--- src/rtl/core/kvfl_pkg.sv ---
// Shared types, constants and helpers for the key/value field lookup block.
package kvfl_pkg;

  localparam int unsigned KeyMaxChars = 8;
  localparam int unsigned CharW       = 8;
  localparam int unsigned KeyCharsW   = KeyMaxChars * CharW;
  localparam int unsigned KeyLenW     = 4;
  localparam int unsigned PosW        = 4;
  localparam int unsigned CharIdxW    = $clog2(KeyMaxChars) > 0 ? $clog2(KeyMaxChars) : 1;
  localparam int unsigned CfgIdxW     = 1;
  localparam int unsigned CfgDataW    = KeyCharsW;

  localparam logic [CharW-1:0] ChEquals  = 8'h3D;
  localparam logic [CharW-1:0] ChQuote   = 8'h22;
  localparam logic [CharW-1:0] ChNewline = 8'h0A;

  localparam logic [CfgIdxW-1:0] CfgIdxKeyChars  = 1'b0;
  localparam logic [CfgIdxW-1:0] CfgIdxKeyLength = 1'b1;

  localparam logic [KeyLenW-1:0] KeyLenMax   = KeyLenW'(KeyMaxChars);
  localparam logic [KeyLenW-1:0] KeyLenReset = KeyLenW'(1);

  typedef enum logic [1:0] {
    PhMatch = 2'd0,
    PhSkip  = 2'd1,
    PhValue = 2'd2,
    PhDone  = 2'd3
  } phase_e;

  typedef struct packed {
    logic [CharW-1:0] text_byte;
    logic             end_of_file;
  } req_t;

  typedef struct packed {
    logic [CharW-1:0] value_byte;
    logic             byte_valid;
    logic             value_done;
    logic             not_found;
  } rsp_t;

  typedef struct packed {
    logic [KeyCharsW-1:0] key_chars;
    logic [KeyLenW-1:0]   key_length;
  } cfg_t;

  function automatic logic [CharW-1:0] key_char(input logic [KeyCharsW-1:0] chars,
                                                 input logic [CharIdxW-1:0]  idx);
    logic [KeyCharsW-1:0] shifted;
    shifted = chars >> (CharW * idx);
    return shifted[CharW-1:0];
  endfunction

endpackage

--- src/rtl/core/key_value_field_lookup.sv ---
// Top level of the key/value field lookup block.
// Takes one text byte per request and finds the first line key="value" whose key
// matches key_chars/key_length; emits the value bytes, then a done marker at the
// closing quote, or a not-found result at end of file. One request is accepted
// every cycle while in_ready_o is high; a request passes through the input register,
// then the scanner feeding the result register. in_ready_o drops only while a held
// result waits on out_ready_i. Configuration writes take effect the next cycle.
module key_value_field_lookup import kvfl_pkg::*; (
  input  logic                clk_i,
  input  logic                rst_ni,
  input  logic                in_valid_i,
  output logic                in_ready_o,
  input  req_t                in_i,
  output logic                out_valid_o,
  input  logic                out_ready_i,
  output rsp_t                out_o,
  input  logic                cfg_we_i,
  input  logic [CfgIdxW-1:0]  cfg_index_i,
  input  logic [CfgDataW-1:0] cfg_data_i
);

  cfg_t cfg;
  logic advance;
  logic stage_valid;
  req_t stage_req;
  logic rsp_valid;
  rsp_t rsp;
  logic out_valid_q, out_valid_d;
  rsp_t out_q;

  assign advance = !out_valid_q || out_ready_i;

  kvfl_cfg_regs u_cfg (
    .clk_i       (clk_i),
    .rst_ni      (rst_ni),
    .cfg_we_i    (cfg_we_i),
    .cfg_index_i (cfg_index_i),
    .cfg_data_i  (cfg_data_i),
    .cfg_o       (cfg)
  );

  kvfl_in_stage u_in (
    .clk_i      (clk_i),
    .rst_ni     (rst_ni),
    .in_valid_i (in_valid_i),
    .in_ready_o (in_ready_o),
    .in_i       (in_i),
    .advance_i  (advance),
    .valid_o    (stage_valid),
    .req_o      (stage_req)
  );

  kvfl_scan u_scan (
    .clk_i       (clk_i),
    .rst_ni      (rst_ni),
    .step_i      (stage_valid && advance),
    .req_i       (stage_req),
    .cfg_i       (cfg),
    .rsp_valid_o (rsp_valid),
    .rsp_o       (rsp)
  );

  always_comb begin
    out_valid_d = out_valid_q;
    if (advance) begin
      out_valid_d = rsp_valid;
    end
  end

  always_ff @(posedge clk_i or negedge rst_ni) begin
    if (!rst_ni) begin
      out_valid_q <= 1'b0;
    end else begin
      out_valid_q <= out_valid_d;
    end
  end

  always_ff @(posedge clk_i) begin
    if (advance && rsp_valid) begin
      out_q <= rsp;
    end
  end

  assign out_valid_o = out_valid_q;
  assign out_o       = out_q;

`ifndef NO_ASSERTIONS
  a_rsp_has_meaning: assert property (@(posedge clk_i) disable iff (!rst_ni)
    out_valid_o |-> (out_o.byte_valid || out_o.value_done || out_o.not_found))
    else $error("result carries no information");

  a_not_found_alone: assert property (@(posedge clk_i) disable iff (!rst_ni)
    (out_valid_o && out_o.not_found) |-> (!out_o.byte_valid && !out_o.value_done))
    else $error("not_found mixed with value fields");

  a_empty_byte_zero: assert property (@(posedge clk_i) disable iff (!rst_ni)
    (out_valid_o && !out_o.byte_valid) |-> (out_o.value_byte == '0))
    else $error("value_byte nonzero without byte_valid");

  a_stall_blocks_input: assert property (@(posedge clk_i) disable iff (!rst_ni)
    (out_valid_o && !out_ready_i && stage_valid) |-> !in_ready_o)
    else $error("input taken while pipeline stalled");
`endif

endmodule

--- src/rtl/core/kvfl_cfg_regs.sv ---
// Configuration registers: wanted key characters and key length.
module kvfl_cfg_regs import kvfl_pkg::*; (
  input  logic                clk_i,
  input  logic                rst_ni,
  input  logic                cfg_we_i,
  input  logic [CfgIdxW-1:0]  cfg_index_i,
  input  logic [CfgDataW-1:0] cfg_data_i,
  output cfg_t                cfg_o
);

  cfg_t cfg_q, cfg_d;

  always_comb begin
    cfg_d = cfg_q;
    if (cfg_we_i) begin
      unique case (cfg_index_i)
        CfgIdxKeyChars:  cfg_d.key_chars  = cfg_data_i[KeyCharsW-1:0];
        CfgIdxKeyLength: cfg_d.key_length = cfg_data_i[KeyLenW-1:0];
        default: ;
      endcase
    end
  end

  always_ff @(posedge clk_i or negedge rst_ni) begin
    if (!rst_ni) begin
      cfg_q.key_chars  <= '0;
      cfg_q.key_length <= KeyLenReset;
    end else begin
      cfg_q <= cfg_d;
    end
  end

  assign cfg_o = cfg_q;

endmodule

--- src/rtl/core/kvfl_in_stage.sv ---
// Input register stage holding one request byte.
module kvfl_in_stage import kvfl_pkg::*; (
  input  logic clk_i,
  input  logic rst_ni,
  input  logic in_valid_i,
  output logic in_ready_o,
  input  req_t in_i,
  input  logic advance_i,
  output logic valid_o,
  output req_t req_o
);

  logic valid_q, valid_d;
  req_t req_q;

  assign in_ready_o = !valid_q || advance_i;

  always_comb begin
    valid_d = valid_q;
    if (in_ready_o) begin
      valid_d = in_valid_i;
    end
  end

  always_ff @(posedge clk_i or negedge rst_ni) begin
    if (!rst_ni) begin
      valid_q <= 1'b0;
    end else begin
      valid_q <= valid_d;
    end
  end

  always_ff @(posedge clk_i) begin
    if (in_ready_o && in_valid_i) begin
      req_q <= in_i;
    end
  end

  assign valid_o = valid_q;
  assign req_o   = req_q;

endmodule

--- src/rtl/core/kvfl_scan.sv ---
// Line scanner: key match, line skip and value emission state machine.
module kvfl_scan import kvfl_pkg::*; (
  input  logic clk_i,
  input  logic rst_ni,
  input  logic step_i,
  input  req_t req_i,
  input  cfg_t cfg_i,
  output logic rsp_valid_o,
  output rsp_t rsp_o
);

  phase_e            phase_q, phase_d;
  logic [PosW-1:0]   pos_q, pos_d;
  logic [KeyLenW-1:0] len;
  logic [CharW-1:0]  b;
  logic              eof;

  assign len = (cfg_i.key_length > KeyLenMax) ? KeyLenMax : cfg_i.key_length;
  assign b   = req_i.text_byte;
  assign eof = req_i.end_of_file;

  always_comb begin
    phase_d     = phase_q;
    pos_d       = pos_q;
    rsp_valid_o = 1'b0;
    rsp_o       = '0;
    if (step_i) begin
      unique case (phase_q)
        PhMatch: begin
          if (b == ChNewline) begin
            pos_d = '0;
          end else if (pos_q < PosW'(len)) begin
            if (b == key_char(cfg_i.key_chars, pos_q[CharIdxW-1:0])) begin
              pos_d = pos_q + PosW'(1);
            end else begin
              phase_d = PhSkip;
            end
          end else if (pos_q == PosW'(len)) begin
            if (b == ChEquals) begin
              pos_d = pos_q + PosW'(1);
            end else begin
              phase_d = PhSkip;
            end
          end else begin
            phase_d = (b == ChQuote && !eof) ? PhValue : PhSkip;
          end
        end
        PhSkip: begin
          if (b == ChNewline) begin
            phase_d = PhMatch;
            pos_d   = '0;
          end
        end
        PhValue: begin
          rsp_valid_o = 1'b1;
          if (b == ChQuote) begin
            rsp_o.value_done = 1'b1;
            phase_d          = PhDone;
          end else begin
            rsp_o.value_byte = b;
            rsp_o.byte_valid = 1'b1;
            rsp_o.value_done = eof;
          end
        end
        PhDone: ;
        default: ;
      endcase
      if (eof) begin
        // file ended while still looking for the key
        if (phase_q == PhMatch || phase_q == PhSkip) begin
          rsp_valid_o     = 1'b1;
          rsp_o           = '0;
          rsp_o.not_found = 1'b1;
        end
        phase_d = PhMatch;
        pos_d   = '0;
      end
    end
  end

  always_ff @(posedge clk_i or negedge rst_ni) begin
    if (!rst_ni) begin
      phase_q <= PhMatch;
      pos_q   <= '0;
    end else begin
      phase_q <= phase_d;
      pos_q   <= pos_d;
    end
  end

endmodule

--- config.mk ---
export PLATFORM = sky130hd
export DESIGN_NAME = key_value_field_lookup
export DESIGN_NICKNAME = d
export VERILOG_FILES = /design/src/rtl/core/kvfl_pkg.sv /design/src/rtl/core/key_value_field_lookup.sv /design/src/rtl/core/kvfl_cfg_regs.sv /design/src/rtl/core/kvfl_in_stage.sv /design/src/rtl/core/kvfl_scan.sv
export SDC_FILE = /design/constraint.sdc
export NUM_CORES = 1
export LEC_CHECK = 0
export BUFFER_PORTS_ARGS = -buffer_cell sky130_fd_sc_hd__buf_2
export CORE_AREA = 2 2 101 122
export DETAILED_ROUTE_END_ITERATION = 7
export DIE_AREA = 0 0 103 124
export GPL_TIMING_DRIVEN = 0
export PLACE_DENSITY = 0.65
export RECOVER_POWER = 50
export SLEW_MARGIN = 20
export SYNTH_ARGS = -nofsm -noshare
export SYNTH_HDL_FRONTEND = slang
export SYNTH_SLANG_ARGS = --single-unit
export TNS_END_PERCENT = 50
--- constraint.sdc ---
create_clock -name clk_i -period 4.8 [get_ports clk_i]
set_input_delay 0.72 -clock clk_i [delete_from_list [all_inputs] [get_ports clk_i]]
set_output_delay 0.72 -clock clk_i [all_outputs]
set_load 0.01 [all_outputs]
### Word-level counts from Yosys, hierarchy flattened

Cells that the tools add are included.

* output and inout port bits: 13
* logic and storage cells: 78
* register bits after elaboration: 96
* input port bits: 79

* shift-type cells: 1
* add/subtract/negate cells: 1
* reduce and logical (&&, ||, !) cells: 18
* bitwise gates (word level): 1
* order comparisons: 2
* eq/ne operators: 15
* multiplexer cells: 28

Operators with widths (number)
* $shr A64 B6 Y8: 1
* $mux W4: 8
* $mux W11: 2
* $mux W2: 9
* $eq A8 B6 Y1 const B: 2
* $mux W10: 1
* $ne A5 B2 Y1 const B: 2
* $mux W9: 1
* $eq A8 B4 Y1 const B: 1
* $eq A8 B8 Y1: 1
* $pmux W4 S2: 1
* $reduce_and A7 Y1: 1
* $ne A3 B2 Y1 const B: 2
* $pmux W2 S3: 1
* $reduce_and A2 Y1: 3
* $reduce_and A6 Y1: 1
* $mux W1: 5
* $ne A5 B4 Y1 const B: 1
* $ne A5 B5 Y1 const B: 1
* $add A4 B1 Y4 const B: 1
* $eq A4 B4 Y1: 1
* $gt A4 B4 Y1 const B: 1
* $logic_and A1 B1 Y1: 4
* $lt A4 B4 Y1: 1
* other kinds (10): 14

### Longest topological paths before layout

* depth in word-level cells: 8
* gate-level depth with buffers: 11
* depth with buffers taken out: 10

### Hierarchy

A second synthesis with hierarchy kept.

* cell total of the unflattened synthesis: 314
* area total of the unflattened synthesis: 4922.2 sq um

Modules (own cells, without submodules)
* kvfl_cfg_regs: cells an instance 145, area an instance 2851.5 sq um, times used 1
* kvfl_scan: cells an instance 140, area an instance 1358.8 sq um, times used 1
* key_value_field_lookup: cells an instance 16, area an instance 387.9 sq um, times used 1
* kvfl_in_stage: cells an instance 13, area an instance 324.1 sq um, times used 1

### Worst setup path after synthesis

Ideal clock, no wire load.

* kind: reg2reg
* start point: reg u_scan.pos_q[1]
* end point: reg u_scan.pos_q[0]
* path buffers: 2
* stages on the path, launching flop included: 10
* period minus slack after synthesis: 2.470 ns
* data required time: 4.675 ns
* data arrival time: 2.345 ns
* library setup time: 0.125 ns
* setup slack: 2.330 ns
* cells stage by stage: dfrtp_1 > buf_2 > buf_2 > mux4_2 > mux2i_1 > xor2_1 > nand4_1 > nor4_4 > o21ai_2 > mux2_4

* word-level cells in the longest chain between the ends: 5
* elaborated cells on any way between the ends: 12
* those cells by class: order compare (1); eq/ne (5); shift (1); mux (4); reduce/logical (1)

Ends and longest elaborated chain
* from (decl): RTL line kvfl_scan.sv:13 `logic [PosW-1:0] pos_q, pos_d;`
* from (signal assigned): RTL line kvfl_scan.sv:87 `pos_q <= pos_d;`
* parallel branches: the longest is 5 deep, another holds $shr A64 B6 Y8

Parallel ways; which one is timed is not known.
A chain may end at the register's enable or synchronous reset.

### Worst setup path in the final report

* start point: reg u_scan.pos_q[2]
* end point: reg u_scan.pos_q[0]

Same word-level chain as after synthesis.

==> metrics.csv <==
metric,value,unit
port_buffers,91,
synthesis.area,0.00452,mm²
diodes,0,
core,0.0115,mm²
dp.cells,562,
maxSlewViolCount,0,
min_path_type,flop to flop,
hold_viol_final,0,
die_w,103,µm
ys_types,43,
grt_start_max_net_pins,56,
worstReg2RegStart,u_scan.pos_q[2],
dp_slack,1790,ps
final_cell_mix,"buf_2, dfrtp_1, mux2_2",
worstPathArrival,3210,ps
period_needed,2990,ps
ant_nets,0,
crit_required,5030,ps
vias,2904,
cts_buffer_depth,2,
cts.sinks,96,
power.density,424,mW/mm²
ir_drop,0.206,mV
fmax,335,MHz
path_cells,clkbuf_1 -> mux4_2 -> mux2i_1 -> xor2_1 -> nand4_1 -> nor4_4 -> o21ai_2 -> mux2_4,
status,finished clean,
cpMaxStageDelayCell,clkbuf_1,
clk_pin_slew_worst_paths,70,ps
min_from,u_cfg.cfg_o[45],
synth_flop_cell,dfrtp_1,
syn_nets,400,
startpoint,u_scan.pos_q[2],
setup_tns,0,ps
slowest_delay,510,ps
tightest_slew,1320,ps
finalCritPeriodShare,62.2,%
synthArstFlopShare,79.2,%
h-tree-depth,3,
yosys-top-cells-area,"dfrtp_1, mux2_2, edfxtp_1",
synthToLayoutAreaGrowth,21.5,%
syn_avg_cell_area,14.5,µm²
ys_ff_latch,96,
num_rows,43,
r2r_slack,1810,ps
die_height,124,µm
yosysSeqAreaShare,55.4,%
fin_skew,6.83,ps
worstSetupStartpointType,flop,
path_class,flop to flop,
holdBufCountCts,0,
fin_area,0.00550,mm²
grt_pass1_wl,15300,µm
dp_hpwl,7390,µm
fin_ws,1810,ps
clock_latency,340,ps
yosysWarnings,0,
gp_congestion,0.820,
layout.nets,503,
endpoint_kind,flop,
cts_tree,yes,
finalPower,2.33,mW
setup_viol,0,
initial_utilization,39.3,%
antenna_found_initial,0,
grt_overflow,0,
yosysTopAreaCellShare,41.5,%
wl_per_cell,16.6,µm
drtIter0Drc,93,
via_per_inst,5.03,
drtPass1Iterations,4,
layout-drive-gt1-share,47.4,%
synth_top_cell_by_area,dfrtp_1,
fin_cells,577,
place_area,0.00520,mm²
cts_setup_buffers,0,
cp_max_fo,9,
wl,9600,µm
p_leak,2.39,nW
final_common_cell,buf_2,
rsz0062_at_grt,no,
numCtsBuffers,9,
cts_resized,0,
drc_errors,0,
maxCapViolCount,0,
track_usage,16.1,%
die-area,0.0128,mm²
pin_count,92,
max_slew_margin,12.2,%
cts_root_buf,clkbuf_16,
synthesis.instances,313,
synth_edf_count,20,
grt_pass1_vias,2980,
[worst max-delay path, delay by kind of cell (launching register included)]
family | cells | cell delay [ps]
muxes | 3 | 1000
and+or+nand+nor | 2 | 630
buffers and inverters | 1 | 510
DFF | 1 | 350
AOI/OAI and AO/OA | 1 | 190
xor gates and xnor gates | 1 | 180
[kinds of logic (layout without fill, tap and decap cells)]
family | count (synthesis) | in the layout | synth area share [%]
AO/OA/AOI/OAI | 25 | 25 | 3.65
XOR/XNOR | 8 | 8 | 1.55
adder cells (fa/ha/maj) | 8 | 8 | 2.21
buffers and inverters | 24 | 131 | 2.38
flip-flops | 96 | 96 | 55.4
multiplexers | 95 | 95 | 27.4
AND/OR/NAND/NOR | 57 | 57 | 7.41
[report_power, final]
part	internal, mW	total, mW	switching [mW]	leakage, nW
clock network	0.415	0.711	0.297	0.145
registers	0.944	1.00	0.0598	1.09
logic	0.324	0.616	0.293	1.15
total	1.68	2.33	0.649	2.39
[final cells by class]
class	count	area, µm²
flip-flops and latches	96	2500
clock buffers	10	239
plain buffers	12	62.6
fillers	1056	6020
repair buffers	92	480
multi-input cells	193	1910
well taps	157	196
inverters	12	45.0
clock inverters	5	56.3
[final timing paths]
path	end	cells past startpoint
worst max-delay path	u_scan.pos_q[0]	8
worst min-delay path	u_cfg.cfg_o[45]	1
worst max register to register	u_scan.pos_q[0]	8
worst min register to register	u_cfg.cfg_o[45]	1
max in group asynchronous	u_in.valid_o	2
min in group asynchronous	u_cfg.cfg_o[29]	1
[sequential cells by signal (all words and copies together), names as in the netlist]
| name | count |
|---|---|
| u_scan.phase_q | 2 |
| out_o | 11 |
| u_scan.pos_q | 4 |
| u_in.req_o | 9 |
| u_in.valid_o | 1 |
| u_cfg.cfg_o | 68 |
| out_valid_o | 1 |
[synthesized netlist by cell type, drive strengths merged (5+ instances only)]
cell    number
a21oi        5
xor2         7
o21ai        8
ha           8
mux4        16
and2        10
clkbuf       8
inv         12
nor2         8
mux2i       10
nand2       11
dfrtp       75
edfxtp      20
mux2        69
[per-layer routing]
metal	share of wire (%)	wire [µm]	vias up	GRT usage, %
met2	52	4980	72	27.3
met3	4.3	411	13	3.03
li1	-	-	1375	-
met5	0	0	-	0
met1	42	4060	1444	20.7
met4	1.6	150	0	5.43
[through the flow]
step / hold slack (ps) / utilization (%)
6_report: 503 / 47.7
3_5_place_dp: 492 / 45.2
3_3_place_gp: 485 / 44.9
2_1_floorplan: 424 / -
5_1_grt: 522 / 47.7
4_1_cts: 278 / 47.8
No activity file was read; power rests on OpenSTA's default activity.
